===== src/hw/rtl/smpq_pkg.sv =====
// types and constants shared by the sorted min priority queue
`default_nettype none

package smpq_pkg;

   localparam int KEY_W   = 32;
   localparam int TAG_W   = 16;
   localparam int COUNT_W = 5;

   typedef enum logic {
      OP_INSERT = 1'b0,
      OP_REMOVE = 1'b1
   } op_type;

   // broadcast from the control to every cell
   typedef struct packed {
      logic              en;
      op_type            op;
      logic [KEY_W-1:0]  key;
      logic [TAG_W-1:0]  tag;
   } smpq_cmd_type;

   // what a cell shows its neighbors
   typedef struct packed {
      logic              valid;
      logic              place;
      logic [KEY_W-1:0]  key;
      logic [TAG_W-1:0]  tag;
   } smpq_link_type;

endpackage

`default_nettype wire


===== src/hw/rtl/smpq_if.sv =====
// request and response channel interfaces of the priority queue
`default_nettype none

interface smpq_req_if;
   import smpq_pkg::*;
   logic              valid;
   logic              ready;
   logic              op;
   logic [KEY_W-1:0]  key_in;
   logic [TAG_W-1:0]  tag_in;

   modport source (output valid, output op, output key_in, output tag_in, input ready);
   modport sink   (input valid, input op, input key_in, input tag_in, output ready);
endinterface

interface smpq_rsp_if;
   import smpq_pkg::*;
   logic                valid;
   logic                ready;
   logic                ok;
   logic [KEY_W-1:0]    key_out;
   logic [TAG_W-1:0]    tag_out;
   logic [COUNT_W-1:0]  count;
   logic                is_empty;
   logic                is_full;

   modport source (output valid, output ok, output key_out, output tag_out,
                   output count, output is_empty, output is_full, input ready);
   modport sink   (input valid, input ok, input key_out, input tag_out,
                   input count, input is_empty, input is_full, output ready);
endinterface

`default_nettype wire


===== src/hw/rtl/smpq_cell.sv =====
// one slot of the sorted chain: holds an entry and trades with its neighbors
`default_nettype none

module smpq_cell
   import smpq_pkg::*;
(
   input  wire logic           clock,
   input  wire logic           reset,
   input  wire smpq_cmd_type   cmd,
   input  wire smpq_link_type  left_link,
   input  wire smpq_link_type  right_link,
   output smpq_link_type       link
);

   logic              valid_ff, valid_in;
   logic [KEY_W-1:0]  key_ff, key_in;
   logic [TAG_W-1:0]  tag_ff, tag_in;
   logic              place;

   // new entry belongs at or before this slot
   assign place = !valid_ff || (cmd.key < key_ff);

   always_comb begin
      valid_in = valid_ff;
      key_in   = key_ff;
      tag_in   = tag_ff;
      if (cmd.en) begin
         case (cmd.op)
            OP_INSERT: begin
               valid_in = valid_ff | left_link.valid;
               if (place) begin
                  if (left_link.place) begin
                     key_in = left_link.key;
                     tag_in = left_link.tag;
                  end else begin
                     key_in = cmd.key;
                     tag_in = cmd.tag;
                  end
               end
            end
            OP_REMOVE: begin
               valid_in = right_link.valid;
               key_in   = right_link.key;
               tag_in   = right_link.tag;
            end
            default: begin
               valid_in = valid_ff;
            end
         endcase
      end
   end

   always_ff @(posedge clock) begin
      if (reset) begin
         valid_ff <= 1'b0;
      end else begin
         valid_ff <= valid_in;
      end
   end

   always_ff @(posedge clock) begin
      key_ff <= key_in;
      tag_ff <= tag_in;
   end

   assign link.valid = valid_ff;
   assign link.place = place;
   assign link.key   = key_ff;
   assign link.tag   = tag_ff;

endmodule

`default_nettype wire


===== src/hw/rtl/sorted_min_priority_queue.sv =====
// top level of the sorted min priority queue built as a chain of cells
//
//   channel   dir   beat carries
//   req_bus   in    op, key_in, tag_in
//   rsp_bus   out   ok, key_out, tag_out, count, is_empty, is_full
//
// a request is captured, then fires: every cell shifts or holds in parallel,
// the response register loads, and only then is the next request taken.
// the response register holds a stalled beat while the next request is taken;
// a captured request waits until that register is free.
// reset clears the cell valid bits, the count and both handshakes; the key and
// tag slots are not cleared and no clearing pass runs.
`default_nettype none

module sorted_min_priority_queue
   import smpq_pkg::*;
#(
   parameter int CAPACITY = 16
) (
   input  wire logic  clock,
   input  wire logic  reset,
   smpq_req_if.sink   req_bus,
   smpq_rsp_if.source rsp_bus
);

   localparam int CNT_W = $clog2(CAPACITY + 1);

   logic              busy_ff, busy_in;
   op_type            op_ff, op_in;
   logic [KEY_W-1:0]  key_ff, key_in;
   logic [TAG_W-1:0]  tag_ff, tag_in;
   logic [CNT_W-1:0]  count_ff, count_in;

   logic                rsp_valid_ff, rsp_valid_in;
   logic                ok_ff, ok_in;
   logic [KEY_W-1:0]    key_out_ff, key_out_in;
   logic [TAG_W-1:0]    tag_out_ff, tag_out_in;
   logic [COUNT_W-1:0]  count_out_ff, count_out_in;
   logic                empty_ff, empty_in;
   logic                full_ff, full_in;

   logic          accept, fire, op_ok, is_full_now, is_empty_now;
   smpq_cmd_type  cmd;
   smpq_link_type link_w [CAPACITY];
   logic [CAPACITY-1:0] valid_vec;

   assign req_bus.ready = !busy_ff;
   assign accept        = req_bus.valid && !busy_ff;
   assign fire          = busy_ff && (!rsp_valid_ff || rsp_bus.ready);
   assign is_full_now   = (count_ff == CNT_W'(CAPACITY));
   assign is_empty_now  = (count_ff == '0);
   assign op_ok         = (op_ff == OP_INSERT) ? !is_full_now : !is_empty_now;

   assign cmd.en  = fire && op_ok;
   assign cmd.op  = op_ff;
   assign cmd.key = key_ff;
   assign cmd.tag = tag_ff;

   genvar gi;
   generate
      for (gi = 0; gi < CAPACITY; gi++) begin : g_cell
         smpq_link_type left_w, right_w;
         if (gi == 0) begin : g_head
            assign left_w.valid = 1'b1;
            assign left_w.place = 1'b0;
            assign left_w.key   = key_ff;
            assign left_w.tag   = tag_ff;
         end else begin : g_mid
            assign left_w = link_w[gi-1];
         end
         if (gi == CAPACITY - 1) begin : g_tail
            assign right_w.valid = 1'b0;
            assign right_w.place = 1'b0;
            assign right_w.key   = link_w[gi].key;
            assign right_w.tag   = link_w[gi].tag;
         end else begin : g_body
            assign right_w = link_w[gi+1];
         end
         smpq_cell u_cell (
            .clock      (clock),
            .reset      (reset),
            .cmd        (cmd),
            .left_link  (left_w),
            .right_link (right_w),
            .link       (link_w[gi])
         );
         assign valid_vec[gi] = link_w[gi].valid;
      end
   endgenerate

   // request capture
   always_comb begin
      busy_in = busy_ff;
      op_in   = op_ff;
      key_in  = key_ff;
      tag_in  = tag_ff;
      if (accept) begin
         busy_in = 1'b1;
         op_in   = op_type'(req_bus.op);
         key_in  = req_bus.key_in;
         tag_in  = req_bus.tag_in;
      end else if (fire) begin
         busy_in = 1'b0;
      end
   end

   // count and response register
   always_comb begin
      count_in     = count_ff;
      rsp_valid_in = rsp_valid_ff && !rsp_bus.ready;
      ok_in        = ok_ff;
      key_out_in   = key_out_ff;
      tag_out_in   = tag_out_ff;
      count_out_in = count_out_ff;
      empty_in     = empty_ff;
      full_in      = full_ff;
      if (fire) begin
         if (op_ok) begin
            count_in = (op_ff == OP_INSERT) ? count_ff + 1'b1 : count_ff - 1'b1;
         end
         rsp_valid_in = 1'b1;
         ok_in        = op_ok;
         key_out_in   = (op_ok && op_ff == OP_REMOVE) ? link_w[0].key : '0;
         tag_out_in   = (op_ok && op_ff == OP_REMOVE) ? link_w[0].tag : '0;
         count_out_in = COUNT_W'({{COUNT_W{1'b0}}, count_in});
         empty_in     = (count_in == '0);
         full_in      = (count_in == CNT_W'(CAPACITY));
      end
   end

   always_ff @(posedge clock) begin
      if (reset) begin
         busy_ff      <= 1'b0;
         count_ff     <= '0;
         rsp_valid_ff <= 1'b0;
      end else begin
         busy_ff      <= busy_in;
         count_ff     <= count_in;
         rsp_valid_ff <= rsp_valid_in;
      end
   end

   always_ff @(posedge clock) begin
      op_ff        <= op_in;
      key_ff       <= key_in;
      tag_ff       <= tag_in;
      ok_ff        <= ok_in;
      key_out_ff   <= key_out_in;
      tag_out_ff   <= tag_out_in;
      count_out_ff <= count_out_in;
      empty_ff     <= empty_in;
      full_ff      <= full_in;
   end

   assign rsp_bus.valid    = rsp_valid_ff;
   assign rsp_bus.ok       = ok_ff;
   assign rsp_bus.key_out  = key_out_ff;
   assign rsp_bus.tag_out  = tag_out_ff;
   assign rsp_bus.count    = count_out_ff;
   assign rsp_bus.is_empty = empty_ff;
   assign rsp_bus.is_full  = full_ff;

   a_count_bound: assert property (@(posedge clock) disable iff (reset)
      count_ff <= CNT_W'(CAPACITY))
      else $error("entry count above capacity");

   a_valid_matches_count: assert property (@(posedge clock) disable iff (reset)
      $countones(valid_vec) == count_ff)
      else $error("occupied cells disagree with count");

   a_head_sorted: assert property (@(posedge clock) disable iff (reset)
      link_w[1].valid |-> !(link_w[1].key < link_w[0].key))
      else $error("front cells out of order");

   a_insert_count: assert property (@(posedge clock) disable iff (reset)
      (cmd.en && op_ff == OP_INSERT) |=> count_ff == $past(count_ff) + 1'b1)
      else $error("insert did not grow count");

   a_no_lost_rsp: assert property (@(posedge clock) disable iff (reset)
      (fire && rsp_valid_ff) |-> rsp_bus.ready)
      else $error("response overwritten while stalled");

endmodule

`default_nettype wire

===== src/flat_wrapper.sv =====
// flat-port wrapper written by rule: the top's interface ports become plain ports
module sorted_min_priority_queue_flat import smpq_pkg::*;
#(
   parameter int CAPACITY = 16
)
  (clock, reset, req_bus_valid, req_bus_op, req_bus_key_in, req_bus_tag_in, req_bus_ready, rsp_bus_valid, rsp_bus_ok, rsp_bus_key_out, rsp_bus_tag_out, rsp_bus_count, rsp_bus_is_empty, rsp_bus_is_full, rsp_bus_ready);
  smpq_req_if req_bus_i ();
  smpq_rsp_if rsp_bus_i ();
  input  wire logic clock;
  input  wire logic reset;
  input wire logic [$bits(req_bus_i.valid)-1:0] req_bus_valid;
  input wire logic [$bits(req_bus_i.op)-1:0] req_bus_op;
  input wire logic [$bits(req_bus_i.key_in)-1:0] req_bus_key_in;
  input wire logic [$bits(req_bus_i.tag_in)-1:0] req_bus_tag_in;
  output wire logic [$bits(req_bus_i.ready)-1:0] req_bus_ready;
  output wire logic [$bits(rsp_bus_i.valid)-1:0] rsp_bus_valid;
  output wire logic [$bits(rsp_bus_i.ok)-1:0] rsp_bus_ok;
  output wire logic [$bits(rsp_bus_i.key_out)-1:0] rsp_bus_key_out;
  output wire logic [$bits(rsp_bus_i.tag_out)-1:0] rsp_bus_tag_out;
  output wire logic [$bits(rsp_bus_i.count)-1:0] rsp_bus_count;
  output wire logic [$bits(rsp_bus_i.is_empty)-1:0] rsp_bus_is_empty;
  output wire logic [$bits(rsp_bus_i.is_full)-1:0] rsp_bus_is_full;
  input wire logic [$bits(rsp_bus_i.ready)-1:0] rsp_bus_ready;
  assign req_bus_i.valid = req_bus_valid;
  assign req_bus_i.op = req_bus_op;
  assign req_bus_i.key_in = req_bus_key_in;
  assign req_bus_i.tag_in = req_bus_tag_in;
  assign req_bus_ready = req_bus_i.ready;
  assign rsp_bus_valid = rsp_bus_i.valid;
  assign rsp_bus_ok = rsp_bus_i.ok;
  assign rsp_bus_key_out = rsp_bus_i.key_out;
  assign rsp_bus_tag_out = rsp_bus_i.tag_out;
  assign rsp_bus_count = rsp_bus_i.count;
  assign rsp_bus_is_empty = rsp_bus_i.is_empty;
  assign rsp_bus_is_full = rsp_bus_i.is_full;
  assign rsp_bus_i.ready = rsp_bus_ready;
  sorted_min_priority_queue #(.CAPACITY(CAPACITY)) u_core (.clock(clock), .reset(reset), .req_bus(req_bus_i), .rsp_bus(rsp_bus_i));
endmodule

===== config.mk =====
export PLATFORM = sky130hd
export DESIGN_NAME = sorted_min_priority_queue_flat
export DESIGN_NICKNAME = d
export VERILOG_FILES = /design/src/hw/rtl/smpq_pkg.sv /design/src/hw/rtl/smpq_if.sv /design/src/hw/rtl/smpq_cell.sv /design/src/hw/rtl/sorted_min_priority_queue.sv /design/src/flat_wrapper.sv
export SDC_FILE = /design/constraint.sdc
export NUM_CORES = 2
export LEC_CHECK = 0
export ABC_AREA = 1
export ABC_CLOCK_PERIOD_IN_PS = 4750
export BUFFER_PORTS_ARGS = -buffer_cell sky130_fd_sc_hd__clkbuf_2
export CAP_MARGIN = 15
export CORE_MARGIN = 2
export CORE_UTILIZATION = 50
export DETAILED_ROUTE_END_ITERATION = 8
export GPL_TIMING_DRIVEN = 0
export HOLD_SLACK_MARGIN = 0.05
export PLACE_DENSITY_LB_ADDON = 0.12
export SKIP_LAST_GASP = 1
export SLEW_MARGIN = 15
export SYNTH_ARGS = -nofsm -noshare
export SYNTH_HDL_FRONTEND = slang
export SYNTH_HIERARCHICAL = 1
export SYNTH_SLANG_ARGS = --single-unit
export TNS_END_PERCENT = 20

===== constraint.sdc =====
create_clock -name clock -period 4.75 [get_ports clock]
set_input_delay 0.7125 -clock clock [delete_from_list [all_inputs] [get_ports clock]]
set_output_delay 0.7125 -clock clock [all_outputs]
set_load 0.02 [all_outputs]

==> metrics.yaml <==
global_route:
  grt_max_degree: 49
  grt_overflow: 0
  grt_pass1_wl_um: 287900
  grt_pass1_vias: 48480
  grt_usage: 0.3224
  grt_antenna_before_repair: 11
timing:
  rsz0062_at_grt: "no"
  slew_headroom: 0.1085
  drv_slew: 0
  hold_viol: 0
  tightest_slew_ns: 1.337
  fin_crit_sh: 0.8417
  fin_ws_ns: 0.7518
  finalClockSkew_ns: 0.03031
  setup_viol: 0
  fmaxAchievable_ghz: 0.2501
  layout_min_cycle_time_ns: 3.998
cells_and_area:
  syn_to_final_growth_pct: 12.51
  post-route-util: 0.5681
  num-fill-cells: 10240
  layout_commonest_cell: "a21oi_1"
  finalNetCount: 7604
  ff_latch_area_mm2: 0.02668
  multiInputGateArea_mm2: 0.02572
  drive_gt1_frac: 0.09859
  final_cell_area_mm2: 0.06400
  mostFrequentLayoutCells: "a21oi_1 (1781), nand2_1 (1253), nor2_1 (900)"
worst_setup_path:
  r2r_cells: 15
  required_ns: 5.30
  reg2reg_slack_ns: 0.75
  cp-end-kind: "flop"
  regToRegStartpoint: "u_core/key_ff[18]"
  cp_common_cell: "nand2_1"
  cp.arrival_ns: 4.54
  start_kind: "flop"
  path_max_fanout: 17
  timing.rr.end: "u_core/g_cell[1].u_cell/key_ff[10]"
  critPathSlowestCell: "edfxtp_1"
  path_cells: "buf_8, ha_1, nand2_1, o21ai_0, nand2_1, nand3_1, a21oi_1, nand2_1, nand2_2, buf_4, inv_2, buf_2, buf_2, nand2_1, a21oi_1"
  crit_family: "buffers and inverters"
  worst-path-buf-inv: 5
  slowest_delay_ns: 0.62
  crit_type: "reg2reg"
synthesis:
  netlist_area_mm2: 0.05688
  yosys_warnings: 6
  syn_avg_cell_area_um2: 8.407
  netlist_instances: 6766
pwr:
  ir_drop_mv: 0.2734
  p_per_area_mw_per_mm2: 367.3
  p_comb_frac: 0.202
  p_seq_frac: 0.458
  power_frac_clock: 0.339
  power_switching_w: 0.007452
  p_int_w: 0.01605
  p_leak_nw: 26.96
  p_sw_frac: 0.3171
clock_network:
  cts-htree-levels: 3
  insertion_delay_ns: 0.72
  cts_tree: "built"
  cts_setup_buffers: 0
  clock-sinks: 896
  root_buffer: "clkbuf_16"
  clock_path_buffers: 3
  numCtsBuffers: 104
  clk_pin_slew_ns: 0.06
  cts_resized: 0
  holdBufCountCts: 0
route:
  wl_per_cell_um: 22.16
  viasPerCell: 5.750
  antenna_left: 0
  drc: 0
  first_iter_violations: 5205
  vias: 49710
  drtPass1Iterations: 7
  wl_um: 191600
flow_run:
  drv_cap: 0
placement:
  portBuffers: 110
  place.gp.congestion: 0.9182
  pre_cts_ws_ns: 0.7352
  hpwlAfterDp_um: 143000
  dpl_cell_area_mm2: 0.06066
floorplan:
  start_util: 0.5049
  floorplan.io_pins: 111
  rows: 123
  core_area_mm2: 0.1127
  die_area_mm2: 0.1165
  fp.dieH_um: 341.3
  die_w_um: 341.3
worst_hold_path:
  min_path_type: "in2reg"
  min_to: "u_core/key_ff[29]"
  hp-start: "req_bus_key_in[29]"
  hold_path_depth: 1
outcome:
  outcome: "complete, no violations"
==> metrics by stage <==
step                      hold WS (ns)  cells  total power [W]  TNS [ns]
final                           0.1776   8646          0.02350         0
after global placement          0.4696   8380          0.01528  -1997.87
after floorplan                 0.4571   6770          0.01368         0
after CTS                       0.1296   8641          0.02350         0
after detailed placement        0.4761   8445          0.01556         0
after global routing            0.1514   8641          0.02449         0
==> power groups by stage <==
| stage | clock network [W] | registers (W) | logic, W |
|---|---|---|---|
| 2_1_floorplan | 0 | 0.0107 | 0.00303 |
| 3_3_place_gp | 0 | 0.0112 | 0.00411 |
| 3_5_place_dp | 0 | 0.0109 | 0.00464 |
| 4_1_cts | 0.00808 | 0.0108 | 0.00467 |
| 5_1_grt | 0.00835 | 0.0108 | 0.00530 |
| 6_report | 0.00798 | 0.0108 | 0.00476 |
==> worst register-to-register path: stages, from the launching register on <==
cell      delay [ns]
edfxtp_1        0.62
buf_8           0.27
ha_1            0.31
nand2_1         0.12
o21ai_0         0.50
nand2_1         0.11
nand3_1         0.13
a21oi_1         0.07
nand2_1         0.10
nand2_2         0.06
buf_4           0.22
inv_2           0.41
buf_2           0.37
buf_2           0.31
nand2_1         0.08
a21oi_1         0.16
==> cell type report <==
cell class                      count  area share
Antenna cell                        5   0.0001955
Multi-Input combinational cell   4763      0.4020
Sequential cell                   896      0.4168
Buffer                            372     0.02892
Tap cell                         1500     0.02933
Inverter                          739     0.04338
Timing Repair Buffer              175     0.02745
Clock buffer                      153     0.04641
Clock inverter                     43    0.005513
==> layer usage <==
layer / wire length (µm) / GRT usage / vias to the layer above
met1: 77180 / 0.4173 / 23600
met5: 75 / 0 / -
li1: - / - / 23430
met3: 16380 / 0.06183 / 472
met2: 86890 / 0.5128 / 2202
met4: 11080 / 0.1723 / 9
==> worst max path at each step <==
| stage | start | to | cells after the start |
|---|---|---|---|
| 5_1_grt | u_core/key_ff[18] | u_core/g_cell[1].u_cell/key_ff[14] | 15 |
| 4_1_cts | u_core/key_ff[18] | u_core/g_cell[1].u_cell/key_ff[15] | 15 |
| 2_1_floorplan | rsp_bus_ready | u_core/g_cell[0].u_cell/key_ff[0] | 8 |
| 3_3_place_gp | rsp_bus_ready | u_core/g_cell[2].u_cell/tag_ff[12] | 9 |
| 3_5_place_dp | u_core/key_ff[18] | u_core/g_cell[1].u_cell/key_ff[16] | 15 |
| 6_report | u_core/key_ff[18] | u_core/g_cell[1].u_cell/key_ff[10] | 15 |
==> sequential cells by signal, summed over array words and instances, names as in the netlist, 5 cells and up <==
| register | cells |
|---|---|
| u_core/g_cell.u_cell/key_ff | 512 |
| u_core/g_cell.u_cell/tag_ff | 256 |
| u_core/key_ff | 32 |
| u_core/rsp_bus.key_out | 32 |
| u_core/g_cell.u_cell/valid_ff | 16 |
| u_core/rsp_bus.tag_out | 16 |
| u_core/tag_ff | 16 |
| u_core/count_ff | 5 |
| u_core/rsp_bus.count | 5 |
No activity file was read; power rests on OpenSTA's default activity.
